`src/rtces_pkg.sv`:
```
// Shared types, codes and arithmetic constants for the epoch seconds clock.
`timescale 1ns / 1ps

package rtces_pkg;

    // Input item function codes; the two unused codes behave as reads.
    localparam logic [1:0] FUNC_TICK = 2'd0;
    localparam logic [1:0] FUNC_LOAD = 2'd1;

    // Configuration register indexes.
    localparam int CFG_INDEX_W = 1;
    localparam logic [CFG_INDEX_W-1:0] CFG_BCD_INPUT        = 1'b0;
    localparam logic [CFG_INDEX_W-1:0] CFG_TICKS_PER_SECOND = 1'b1;
    localparam int CFG_DATA_W = 8;

    localparam logic [7:0] TPS_RESET = 8'd100;

    // Calendar arithmetic.
    localparam logic [11:0] YEAR_BASE     = 12'd2000;
    localparam logic [12:0] JD_YEAR_SHIFT = 13'd4800;
    localparam logic [12:0] CENTURY_SHIFT = 13'd100;
    localparam logic [7:0]  MONTH_SHIFT   = 8'd14;
    localparam logic [23:0] JD_YEAR_MUL   = 24'd1461;
    localparam logic [13:0] JD_MONTH_MUL  = 14'd367;
    // Combined bias: the formula's 32075 plus the day number of 1970-01-01.
    localparam logic [22:0] JD_BIAS       = 23'd2472663;
    localparam int          DAYS_W        = 17;
    localparam logic [33:0] SECS_PER_DAY  = 34'd86400;
    // Day number of 1970-01-01 plus one, modulo seven.
    localparam logic [17:0] WEEKDAY_BIAS  = 18'd4;

    // Reciprocals for division by constants, exact over the operand ranges used here.
    localparam logic [15:0] RECIP12_NARROW = 16'd171;     // x/12, x < 256, shift 11
    localparam logic [27:0] RECIP12_WIDE   = 28'd10923;   // x/12, x < 16384, shift 17
    localparam logic [25:0] RECIP100       = 26'd5243;    // x/100, x < 8192, shift 19
    localparam logic [36:0] RECIP7         = 37'd299594;  // x/7, x < 262144, shift 21

    typedef enum logic [2:0] {
        ST_IDLE,
        ST_STEP_A,
        ST_STEP_B,
        ST_STEP_C,
        ST_STEP_D
    } rtces_state_t;

    typedef struct packed {
        logic tick;
        logic read;
        logic capture;
        logic step_a;
        logic step_b;
        logic step_c;
        logic finish;
    } rtces_cmd_t;

    typedef struct packed {
        logic out_busy;
    } rtces_status_t;

endpackage

```
`src/rtces_ctrl.sv`:
```
// Controller state machine: accepts items and sequences the date conversion steps.
`timescale 1ns / 1ps

module rtces_ctrl
    import rtces_pkg::*;
(
    input  logic          aclk,
    input  logic          aresetn,
    input  logic          s_valid,
    output logic          s_ready,
    input  logic [1:0]    s_func,
    input  rtces_status_t status,
    output rtces_cmd_t    cmd
);

    rtces_state_t state_reg;
    rtces_state_t state_next;
    logic         fire;

    always_ff @(posedge aclk) begin
        if (!aresetn) begin
            state_reg <= ST_IDLE;
        end else begin
            state_reg <= state_next;
        end
    end

    always_comb begin
        state_next = state_reg;
        unique case (state_reg)
            ST_IDLE: begin
                if (fire && (s_func == FUNC_LOAD)) begin
                    state_next = ST_STEP_A;
                end
            end
            ST_STEP_A: state_next = ST_STEP_B;
            ST_STEP_B: state_next = ST_STEP_C;
            ST_STEP_C: state_next = ST_STEP_D;
            ST_STEP_D: state_next = ST_IDLE;
            default:   state_next = ST_IDLE;
        endcase
    end

    always_comb begin
        s_ready     = aresetn && (state_reg == ST_IDLE) && !status.out_busy;
        fire        = s_valid && s_ready;
        cmd         = '0;
        cmd.tick    = fire && (s_func == FUNC_TICK);
        cmd.capture = fire && (s_func == FUNC_LOAD);
        cmd.read    = fire && (s_func != FUNC_TICK) && (s_func != FUNC_LOAD);
        cmd.step_a  = (state_reg == ST_STEP_A);
        cmd.step_b  = (state_reg == ST_STEP_B);
        cmd.step_c  = (state_reg == ST_STEP_C);
        cmd.finish  = (state_reg == ST_STEP_D);
    end

    a_load_starts: assert property (@(posedge aclk) disable iff (!aresetn)
        cmd.capture |=> (state_reg == ST_STEP_A))
        else $error("load item did not start the conversion sequence");

    a_sequence_runs: assert property (@(posedge aclk) disable iff (!aresetn)
        (state_reg == ST_STEP_A) |=> (state_reg == ST_STEP_B) ##1 (state_reg == ST_STEP_C)
        ##1 (state_reg == ST_STEP_D) ##1 (state_reg == ST_IDLE))
        else $error("conversion sequence broke off");

    a_busy_blocks_input: assert property (@(posedge aclk) disable iff (!aresetn)
        (state_reg != ST_IDLE) |-> !s_ready)
        else $error("input ready during a conversion");

endmodule

```
`src/rtces_datapath.sv`:
```
// Datapath: clock state, configuration registers and the date to seconds conversion.
`timescale 1ns / 1ps

module rtces_datapath
    import rtces_pkg::*;
(
    input  logic                   aclk,
    input  logic                   aresetn,
    input  rtces_cmd_t             cmd,
    output rtces_status_t          status,
    input  logic                   cfg_we,
    input  logic [CFG_INDEX_W-1:0] cfg_index,
    input  logic [CFG_DATA_W-1:0]  cfg_data,
    input  logic [7:0]             s_second_byte,
    input  logic [7:0]             s_minute_byte,
    input  logic [7:0]             s_hour_byte,
    input  logic [7:0]             s_day_byte,
    input  logic [7:0]             s_month_byte,
    input  logic [7:0]             s_year_byte,
    output logic                   m_valid,
    input  logic                   m_ready,
    output logic [31:0]            m_epoch_seconds,
    output logic [2:0]             m_weekday,
    output logic [31:0]            m_tick_total,
    output logic [7:0]             m_sub_second
);

    // Clock state and configuration.
    logic [31:0] seconds_count_reg, seconds_count_next;
    logic [31:0] tick_count_reg, tick_count_next;
    logic [7:0]  tick_phase_reg, tick_phase_next;
    logic [2:0]  day_of_week_reg, day_of_week_next;
    logic        m_valid_reg, m_valid_next;
    logic        bcd_input_reg;
    logic [7:0]  tps_reg;

    // Conversion intermediates.
    logic [7:0]        sec_reg, min_reg, hr_reg, day_reg, mon_reg;
    logic [11:0]       yr_reg;
    logic [12:0]       ya_reg, ya_next;
    logic [4:0]        k_reg, k_next;
    logic [19:0]       tod_reg, tod_next;
    logic [21:0]       t1_reg, t1_next;
    logic [13:0]       num2_reg, num2_next;
    logic [6:0]        cent_reg, cent_next;
    logic [DAYS_W-1:0] days_reg, days_next;

    logic [8:0]  limit;
    logic [8:0]  phase_inc;
    logic        phase_wrap;
    logic [7:0]  mon_off;
    logic [15:0] q12_prod;
    logic [4:0]  q12;
    logic [7:0]  k_wide;
    logic [23:0] t1_prod;
    logic [12:0] yc;
    logic [25:0] cent_prod;
    logic [27:0] t2_prod;
    logic [10:0] t2;
    logic [8:0]  cent3;
    logic [22:0] days_full;
    logic [33:0] secs_prod;
    logic [31:0] secs_new;
    logic [17:0] wd_x;
    logic [36:0] wd_prod;
    logic [15:0] wd_q;
    logic [17:0] wd_r;

    function automatic logic [7:0] bcd_decode(input logic [7:0] b, input logic bcd);
        logic [7:0] hi;
        hi = {4'd0, b[7:4]};
        if (bcd) begin
            return (hi << 3) + (hi << 1) + {4'd0, b[3:0]};
        end
        return b;
    endfunction

    // Tick update: a zero limit register means 256 ticks per second.
    always_comb begin
        limit      = (tps_reg == 8'd0) ? 9'd256 : {1'b0, tps_reg};
        phase_inc  = {1'b0, tick_phase_reg} + 9'd1;
        phase_wrap = (phase_inc >= limit);
    end

    // Step A: month correction term and time of day.
    always_comb begin
        mon_off  = mon_reg - MONTH_SHIFT;
        q12_prod = 16'(mon_off) * RECIP12_NARROW;
        q12      = q12_prod[15:11];
        k_wide   = 8'd0;
        priority if (mon_reg < 8'd3) begin
            ya_next = 13'(yr_reg) + JD_YEAR_SHIFT - 13'd1;
            k_wide  = mon_reg + 8'd10;
        end else if (mon_reg < MONTH_SHIFT) begin
            ya_next = 13'(yr_reg) + JD_YEAR_SHIFT;
            k_wide  = mon_reg - 8'd2;
        end else begin
            ya_next = 13'(yr_reg) + JD_YEAR_SHIFT + 13'(q12);
            k_wide  = mon_reg - 8'd2 - 8'(8'(q12) * 8'd12);
        end
        k_next   = k_wide[4:0];
        tod_next = 20'(hr_reg) * 20'd3600 + 20'(min_reg) * 20'd60 + 20'(sec_reg);
    end

    // Step B: year and month products, century count.
    always_comb begin
        t1_prod   = 24'(ya_reg) * JD_YEAR_MUL;
        t1_next   = t1_prod[23:2];
        num2_next = 14'(k_reg) * JD_MONTH_MUL;
        yc        = ya_reg + CENTURY_SHIFT;
        cent_prod = 26'(yc) * RECIP100;
        cent_next = cent_prod[25:19];
    end

    // Step C: day count since 1970-01-01.
    always_comb begin
        t2_prod   = 28'(num2_reg) * RECIP12_WIDE;
        t2        = t2_prod[27:17];
        cent3     = 9'(cent_reg) * 9'd3;
        days_full = 23'(t1_reg) + 23'(t2) + 23'(day_reg) - 23'(cent3[8:2]) - JD_BIAS;
        days_next = days_full[DAYS_W-1:0];
    end

    // Step D: seconds and weekday.
    always_comb begin
        secs_prod = 34'(days_reg) * SECS_PER_DAY;
        secs_new  = secs_prod[31:0] + 32'(tod_reg);
        wd_x      = 18'(days_reg) + WEEKDAY_BIAS;
        wd_prod   = 37'(wd_x) * RECIP7;
        wd_q      = wd_prod[36:21];
        wd_r      = wd_x - 18'(18'(wd_q) * 18'd7);
    end

    always_comb begin
        seconds_count_next = seconds_count_reg;
        tick_count_next    = tick_count_reg;
        tick_phase_next    = tick_phase_reg;
        day_of_week_next   = day_of_week_reg;
        if (cmd.tick) begin
            tick_count_next = tick_count_reg + 32'd1;
            if (phase_wrap) begin
                tick_phase_next    = 8'd0;
                seconds_count_next = seconds_count_reg + 32'd1;
            end else begin
                tick_phase_next = phase_inc[7:0];
            end
        end
        if (cmd.finish) begin
            seconds_count_next = secs_new;
            day_of_week_next   = wd_r[2:0];
        end
        m_valid_next = (m_valid_reg && !m_ready) || cmd.tick || cmd.read || cmd.finish;
    end

    always_ff @(posedge aclk) begin
        if (!aresetn) begin
            seconds_count_reg <= '0;
            tick_count_reg    <= '0;
            tick_phase_reg    <= '0;
            day_of_week_reg   <= '0;
            m_valid_reg       <= 1'b0;
            bcd_input_reg     <= 1'b0;
            tps_reg           <= TPS_RESET;
        end else begin
            seconds_count_reg <= seconds_count_next;
            tick_count_reg    <= tick_count_next;
            tick_phase_reg    <= tick_phase_next;
            day_of_week_reg   <= day_of_week_next;
            m_valid_reg       <= m_valid_next;
            if (cfg_we) begin
                unique case (cfg_index)
                    CFG_BCD_INPUT:        bcd_input_reg <= cfg_data[0];
                    CFG_TICKS_PER_SECOND: tps_reg       <= cfg_data;
                    default:              tps_reg       <= tps_reg;
                endcase
            end
        end
    end

    always_ff @(posedge aclk) begin
        if (cmd.capture) begin
            sec_reg <= bcd_decode(s_second_byte, bcd_input_reg);
            min_reg <= bcd_decode(s_minute_byte, bcd_input_reg);
            hr_reg  <= bcd_decode(s_hour_byte, bcd_input_reg);
            day_reg <= bcd_decode(s_day_byte, bcd_input_reg);
            mon_reg <= bcd_decode(s_month_byte, bcd_input_reg);
            yr_reg  <= YEAR_BASE + 12'(bcd_decode(s_year_byte, bcd_input_reg));
        end
        if (cmd.step_a) begin
            ya_reg  <= ya_next;
            k_reg   <= k_next;
            tod_reg <= tod_next;
        end
        if (cmd.step_b) begin
            t1_reg   <= t1_next;
            num2_reg <= num2_next;
            cent_reg <= cent_next;
        end
        if (cmd.step_c) begin
            days_reg <= days_next;
        end
    end

    // The state registers double as the result register: nothing changes them while
    // a result is pending, because no item is accepted until it is taken.
    assign status.out_busy = m_valid_reg && !m_ready;
    assign m_valid         = m_valid_reg;
    assign m_epoch_seconds = seconds_count_reg;
    assign m_weekday       = day_of_week_reg;
    assign m_tick_total    = tick_count_reg;
    assign m_sub_second    = tick_phase_reg;

    a_finish_slot_free: assert property (@(posedge aclk) disable iff (!aresetn)
        cmd.finish |-> !m_valid_reg)
        else $error("conversion finished while a result was still pending");

    a_tick_counts: assert property (@(posedge aclk) disable iff (!aresetn)
        cmd.tick |=> (tick_count_reg == $past(tick_count_reg) + 32'd1))
        else $error("tick item did not advance the tick count");

    a_pending_result_holds: assert property (@(posedge aclk) disable iff (!aresetn)
        (m_valid_reg && !m_ready) |=> ($stable(seconds_count_reg) && $stable(tick_phase_reg)
        && $stable(tick_count_reg) && $stable(day_of_week_reg)))
        else $error("clock state changed under a pending result");

endmodule

```
`src/rtc_epoch_seconds_clock.sv`:
```
// Top level of the epoch seconds clock: controller plus datapath.
`timescale 1ns / 1ps

// Seconds clock with a calendar loader. Each input item is a tick (func 0), a load of
// date and time (func 1) or a read (func 2 or 3), and each returns one result item with
// the seconds since 1970, the weekday of the last loaded date, the tick total and the
// sub-second count as they stand after the item. A load captures the decoded bytes and
// then runs the four-step date conversion sequence, during which no item is accepted.
// An item is accepted only once the previous result has been taken, which may happen in
// the same cycle. Configuration writes take effect at once and are meant for an idle
// block; a ticks_per_second of zero counts as 256.
module rtc_epoch_seconds_clock
    import rtces_pkg::*;
(
    input  logic                   aclk,
    input  logic                   aresetn,
    input  logic                   cfg_we,
    input  logic [CFG_INDEX_W-1:0] cfg_index,
    input  logic [CFG_DATA_W-1:0]  cfg_data,
    input  logic                   s_valid,
    output logic                   s_ready,
    input  logic [1:0]             s_func,
    input  logic [7:0]             s_second_byte,
    input  logic [7:0]             s_minute_byte,
    input  logic [7:0]             s_hour_byte,
    input  logic [7:0]             s_day_byte,
    input  logic [7:0]             s_month_byte,
    input  logic [7:0]             s_year_byte,
    output logic                   m_valid,
    input  logic                   m_ready,
    output logic [31:0]            m_epoch_seconds,
    output logic [2:0]             m_weekday,
    output logic [31:0]            m_tick_total,
    output logic [7:0]             m_sub_second
);

    rtces_cmd_t    cmd;
    rtces_status_t status;

    rtces_ctrl u_ctrl (
        .aclk    (aclk),
        .aresetn (aresetn),
        .s_valid (s_valid),
        .s_ready (s_ready),
        .s_func  (s_func),
        .status  (status),
        .cmd     (cmd)
    );

    rtces_datapath u_datapath (
        .aclk            (aclk),
        .aresetn         (aresetn),
        .cmd             (cmd),
        .status          (status),
        .cfg_we          (cfg_we),
        .cfg_index       (cfg_index),
        .cfg_data        (cfg_data),
        .s_second_byte   (s_second_byte),
        .s_minute_byte   (s_minute_byte),
        .s_hour_byte     (s_hour_byte),
        .s_day_byte      (s_day_byte),
        .s_month_byte    (s_month_byte),
        .s_year_byte     (s_year_byte),
        .m_valid         (m_valid),
        .m_ready         (m_ready),
        .m_epoch_seconds (m_epoch_seconds),
        .m_weekday       (m_weekday),
        .m_tick_total    (m_tick_total),
        .m_sub_second    (m_sub_second)
    );

endmodule

```
`config.mk`:
```
export PLATFORM = sky130hd
export DESIGN_NAME = rtc_epoch_seconds_clock
export DESIGN_NICKNAME = d
export VERILOG_FILES = /design/src/rtces_pkg.sv /design/src/rtces_ctrl.sv /design/src/rtces_datapath.sv /design/src/rtc_epoch_seconds_clock.sv
export SDC_FILE = /design/constraint.sdc
export NUM_CORES = 2
export LEC_CHECK = 0
export ABC_AREA = 1
export ABC_CLOCK_PERIOD_IN_PS = 8050
export CAP_MARGIN = 10
export CORE_UTILIZATION = 50
export DETAILED_ROUTE_END_ITERATION = 8
export DONT_BUFFER_PORTS = 1
export GPL_TIMING_DRIVEN = 0
export PLACE_DENSITY = 0.71
export RECOVER_POWER = 100
export SLEW_MARGIN = 20
export SYNTH_ARGS = -nofsm -noshare
export SYNTH_HDL_FRONTEND = slang
export SYNTH_HIERARCHICAL = 1
export SYNTH_SLANG_ARGS = --single-unit
```
`constraint.sdc`:
```
create_clock -name aclk -period 8.05 [get_ports aclk]
set_clock_uncertainty 0.1 [all_clocks]
set_input_delay 1.61 -clock aclk [delete_from_list [all_inputs] [get_ports aclk]]
set_output_delay 1.61 -clock aclk [all_outputs]
set_load 0.05 [all_outputs]
```
=== Yosys cells after proc, flatten, opt, wreduce, memory -nomap -nowiden ===
Index checks and enable logic that the tools add are counted.

* Bitwise logic cells: 1
* $add $sub $neg: 33
* Shifts and indexed selects: 0
* Multiplexer cells: 26
* Equality and inequality tests: 7
* Reductions and logical operators: 22
* $mul: 12
* Order comparisons: 3
* Divide/modulo/power cells: 0

{| class="wikitable"
|+ Operators by type and width
! operator !! number
|-
| $mux 8 || 14
|-
| $mux 32 || 3
|-
| $add 32x1->32 const B || 2
|-
| $add 7x5->8 || 6
|-
| $add 8x4->8 || 6
|-
| $mul 18x18->36 const B || 1
|-
| $add 32x20->32 || 1
|-
| $mul 8x8->16 const B || 2
|-
| $mul 14x14->28 const B || 1
|-
| $mul 13x13->26 const B || 1
|-
| $mux 13 || 2
|-
| $mul 17x10->25 const B || 1
|-
| $add 20x14->20 || 1
|-
| $add 20x8->20 || 1
|-
| $mul 13x11->19 const B || 1
|-
| $add 17x3->18 const B || 1
|-
| $add 17x11->17 || 1
|-
| $add 17x8->17 || 1
|-
| $sub 17x17->17 const B || 1
|-
| $sub 17x7->17 || 1
|-
| $mul 16x3->3 const B || 1
|-
| $mul 5x9->14 const B || 1
|-
| $add 12x13->13 const B || 1
|-
| $add 13x5->13 || 1
|-
| other kinds (35) || 52
|}

* Output and inout port bits: 77
* Memories kept: 0
* ROM bits: 0
* Logic and storage cells: 125
* Latch bits: 0
* Bits in writable memories: 0
* Input bits: 64
* Register bits: 233

=== Logic depth before layout (Yosys ltp) ===
* Depth after elaboration: 10
* Gate-level depth with buffers: 40
* Mapped depth without buffers: 40

=== By module ===
The synthesis kept the hierarchy.

{| class="wikitable"
|+ By module, submodules not included
! module !! instances !! seq. area each (µm²) !! cells an instance !! area an instance (µm²)
|-
| rtces_datapath || 1 || 6025.8 || 3986 || 33887.5
|-
| rtces_ctrl || 1 || 60.1 || 31 || 195.2
|}

=== Worst setup path before layout ===
No wires, ideal clock.

* Path type: register to register
* Start point: register u_datapath.num2_reg[7]
* End point: register u_datapath.days_reg[16] (data pin)
* Setup slack: 789 ps
* Buffers on the path: 0
* Required time: 7698 ps
* Data arrival time: 6909 ps
* Clock period less this slack: 7261 ps
* Setup time: 252 ps
* Cell stages (with the launch flop): 33
* Path through: edfxtp_1 ha_1 ha_1 fa_1 fa_1 fa_1 inv_1 fa_1 inv_1 ha_1 a21oi_1 o21a_1 inv_1 a21oi_1 nand2_1 a21o_1 xnor2_1 fa_1 fa_1 inv_1 ha_1 a21oi_1 o21ai_1 a21oi_1 o21ai_1 a21boi_0 o21ai_1 nand2_1 inv_1 o21ai_1 nand2_1 nand2_1 nand2_1

* Cells in the longest elaborated chain, start to end: 5

{| class="wikitable"
|+ Ends and longest elaborated chain
! item !! line !! source
|-
| from (decl) || rtces_datapath.sv:44 || <nowiki>logic [13:0] num2_reg, num2_next;</nowiki>
|-
| from (signal assigned) || rtces_datapath.sv:196 || <nowiki>num2_reg <= num2_next;</nowiki>
|-
| $mul 14x14->28 || rtces_datapath.sv:117 || <nowiki>t2_prod = 28'(num2_reg) * RECIP12_WIDE;</nowiki>
|-
| $add 17x11->17 || rtces_datapath.sv:120 || <nowiki>days_full = 23'(t1_reg) + 23'(t2) + 23'(day_reg) - 23'(cent3[8:2]) - JD_BIAS;</nowiki>
|-
| $add 17x8->17 || rtces_datapath.sv:120 ||
|-
| $sub 17x7->17 || rtces_datapath.sv:120 ||
|-
| $sub 17x17->17 || rtces_datapath.sv:120 ||
|-
| net u_datapath.days_full[16] || rtces_datapath.sv:61 || <nowiki>logic [22:0] days_full;</nowiki>
|-
| to (signal assigned) || rtces_datapath.sv:200 || <nowiki>days_reg <= days_next;</nowiki>
|-
| to (decl) || rtces_datapath.sv:46 || <nowiki>logic [DAYS_W-1:0] days_reg, days_next;</nowiki>
|}

The timed path passes the listed nets, and every way through them passes these cells.
A chain may end at the register's enable or synchronous reset.

=== Worst setup path after layout ===
* Start point: register u_datapath.num2_reg[5]
* End point: register u_datapath.days_reg[16] (data pin)

Same word-level chain as after synthesis.

==> metrics.txt <==
status=finished with violations; failing checks=capacitance limit, slew limit; clock root cell=clkbuf_16; slowest cell delay on critical path=0.63 ns; first-pass GRT wire length=127,000 um; Crit Path Class=flop to flop; Period Utilization, post-route=94.2%; number of global-route vias before repair=about 26k; GRT overflow=0; Die Height=263 um; Syn-to-layout area delta=6.78%; Hold Slack=0.327 ns; post-synth cell types=60; maximum buffer depth of the clock tree=3; yosys warns=6; area of the multi-input gates=24,400 sq um; Initial DRC Count=1,399; required time worst endpoint=8.30 ns; Avg Cell Area, Syn=8.48 sq um; Max FO, Critical Path=5; CTS Buf Count=30; Post-synth ARST share=0%; FF-to-FF Start=u_datapath/num2_reg[5]; r2r worst-path depth=32; DIE AREA=~69,000 sq um; number of enable flip-flop cells after synthesis=144; # rows=95; Post-Syn Instances=4,017; post-synth net total=5,071; Top FF cell, synth=edfxtp_1; Clk Latency, worst-skew pair=between 0.5 and 0.6 ns; Fin Setup TNS=0 ns; Die Span X=263 um; delay-heaviest family, CP=adder cells; router iterations before antenna repair=5; layout cell share with drive strength beyond 1=3.77%; nature of the critical path startpoint=flop; DRC viols=0; post-synthesis cell area=34,100 sq um; flop2flop setup slack=0.47 ns; DRT Wirelength=76,100 um; slowest CP cell=fa_2; worst slew pin tran=1.80 ns; Vias/cell=between 5 and 6; port bufs=0; Fill cells=6,147; maximum clock frequency=about 0.13 GHz; worst hold path class=flop to flop; clock sinks=232; Slew Limit Fails=30; beginning of the critical path=u_datapath/num2_reg[5]; antenna cells=0; # nets final=roughly 5.1k; Slew headroom=-20.1%; post-route minimum period=around 7.6 ns; Hold Crit Endpoint=u_datapath/tod_reg[0]; core area=67,300 sq um; CTS clk-pin slew, worst paths=0.08 ns; initial antenna violation count=0; Initial Utilization=about half; sequential share of the synthesized area=17.9%; crit end category=flop; Buf+Inv Stages, Crit Path=5; Synth Register Bits=232; post-route ant nets=0; pin count of the biggest net entering global routing=39; GPL Wtd Cong=0.935; max-cap violation count=2; final setup fails=0; RSZ-0062 raised after global routing=no; Final Hold Fails=0; post-DR wirelength/cell=15.3 um; htree depth=1; # IOs=141; min-delay src=u_datapath/sec_reg[0]; WHS Path Cells=0; FF-to-FF End=u_datapath/days_reg[16]; dpl hpwl=about 65,000 um; Reg area=6090 sq um; WP data arrival=7.83 ns; vias after detailed routing=approximately 26k; CTS tree=built; global-route usage over all layers=between 20% and 30%
logic make-up after synthesis:
kind of cell             Yosys count  synth area share, %
AND/OR/NAND/NOR                 1112                 14.4
multiplexers                       1               0.0294
flip-flops                       232                 17.9
AO/OA/AOI/OAI                    514                 8.33
XOR/XNOR                         216                 5.55
buffers and inverters            952                 10.5
adder cells (fa/ha/maj)          990                 43.3
routing by layer:
metal,track usage (%),vias up,share of wire (%)
li1,-,13000,-
met1,29.5,12200,45
met2,38.9,495,47
met3,2.39,107,4.6
met4,5.96,0,2.7
met5,0,-,0
layout by cell type, fill, tap and decap left out, drive strengths merged, types with 2 or more instances in the layout:
master,count
a21boi,3
nor2,225
o2111ai,5
o311ai,2
a22oi,2
and3,2
o21bai,14
o31ai,6
nand3,127
o211ai,10
clkbuf,70
or2,15
a31o,2
nand2,612
dfxtp,88
xnor2,73
nor3b,6
inv,913
fa,317
clkinvlp,3
nor3,59
nor4,10
a21o,8
o221ai,2
edfxtp,144
a21oi,251
o21a,6
ha,673
nand4,40
xor2,143
a211oi,8
a31oi,34
clkinv,14
buf,18
bufinv,5
a311oi,2
and2,5
nand3b,10
a221oi,2
o21ai,153
per-stage QoR:
step                instances  area, sq um  worst slack [ns]  util (%)
floorplan                4017        34100             0.789         -
global placement         4890        35200             0.118      52.3
detailed placement       4894        35300             0.166      52.4
CTS                      4950        36400             0.142      54.1
global route             4961        36400            0.0154      54.1
finish                   4961        36400             0.469      54.1
repair_timing:
| action | in CTS | in global routing |
|---|---|---|
| setup buffers | 0 | 11 |
| endpoints found under the setup margin | 0 | 4 |
| hold buffers | 0 | 0 |
| gates resized for setup | 0 | 18 |
worst max-delay path by stage:
| stage | cells past startpoint | endpoint | slack, ns |
|---|---|---|---|
| floorplan | 32 | u_datapath/days_reg[16] | 0.79 |
| global placement | 34 | u_datapath/days_reg[16] | 0.12 |
| detailed placement | 32 | u_datapath/days_reg[16] | 0.17 |
| CTS | 32 | u_datapath/days_reg[16] | 0.14 |
| global route | 35 | u_datapath/days_reg[16] | 0.02 |
| finish | 32 | u_datapath/days_reg[16] | 0.47 |
layout make-up:
cell class	count	share of cell area (%)
buffer	36	0.395
clock buffer	37	2.37
clock inverter	19	0.667
inverter	916	9.45
multi-input combinational	2833	67.1
sequential	232	16.7
tap	873	3.00
timing repair buffer	15	0.268
synth_stat cells (3+ instances only):
cell,instances,area share (%)
a211oi_1,8,0.18
a21boi_0,3,0.066
a21o_1,8,0.18
a21oi_1,248,3.6
a21oi_2,3,0.077
a31oi_1,34,0.62
and2_1,5,0.092
buf_1,3,0.033
buf_2,7,0.10
clkbuf_1,25,0.28
clkinv_1,3,0.033
dfxtp_1,88,5.2
edfxtp_1,144,13
fa_1,317,19
ha_1,673,25
inv_1,908,10
inv_2,5,0.055
nand2_1,585,6.4
nand2_2,27,0.50
nand3_1,120,1.8
nand3_2,7,0.21
nand3b_1,9,0.20
nand4_1,40,0.73
nor2_1,202,2.2
nor2_2,15,0.28
nor2_4,8,0.26
nor3_1,54,0.79
nor3_2,4,0.12
nor3b_1,5,0.11
nor4_1,8,0.15
o2111ai_1,5,0.13
o211ai_1,10,0.22
o21a_1,6,0.13
o21ai_0,144,2.1
o21ai_1,9,0.13
o21bai_1,14,0.31
o31ai_1,6,0.13
or2_2,13,0.24
xnor2_1,73,1.9
xor2_1,143,3.7
Power is not shown: default switching activity piles up to over one toggle a cycle in this logic, so the estimate is an artifact.
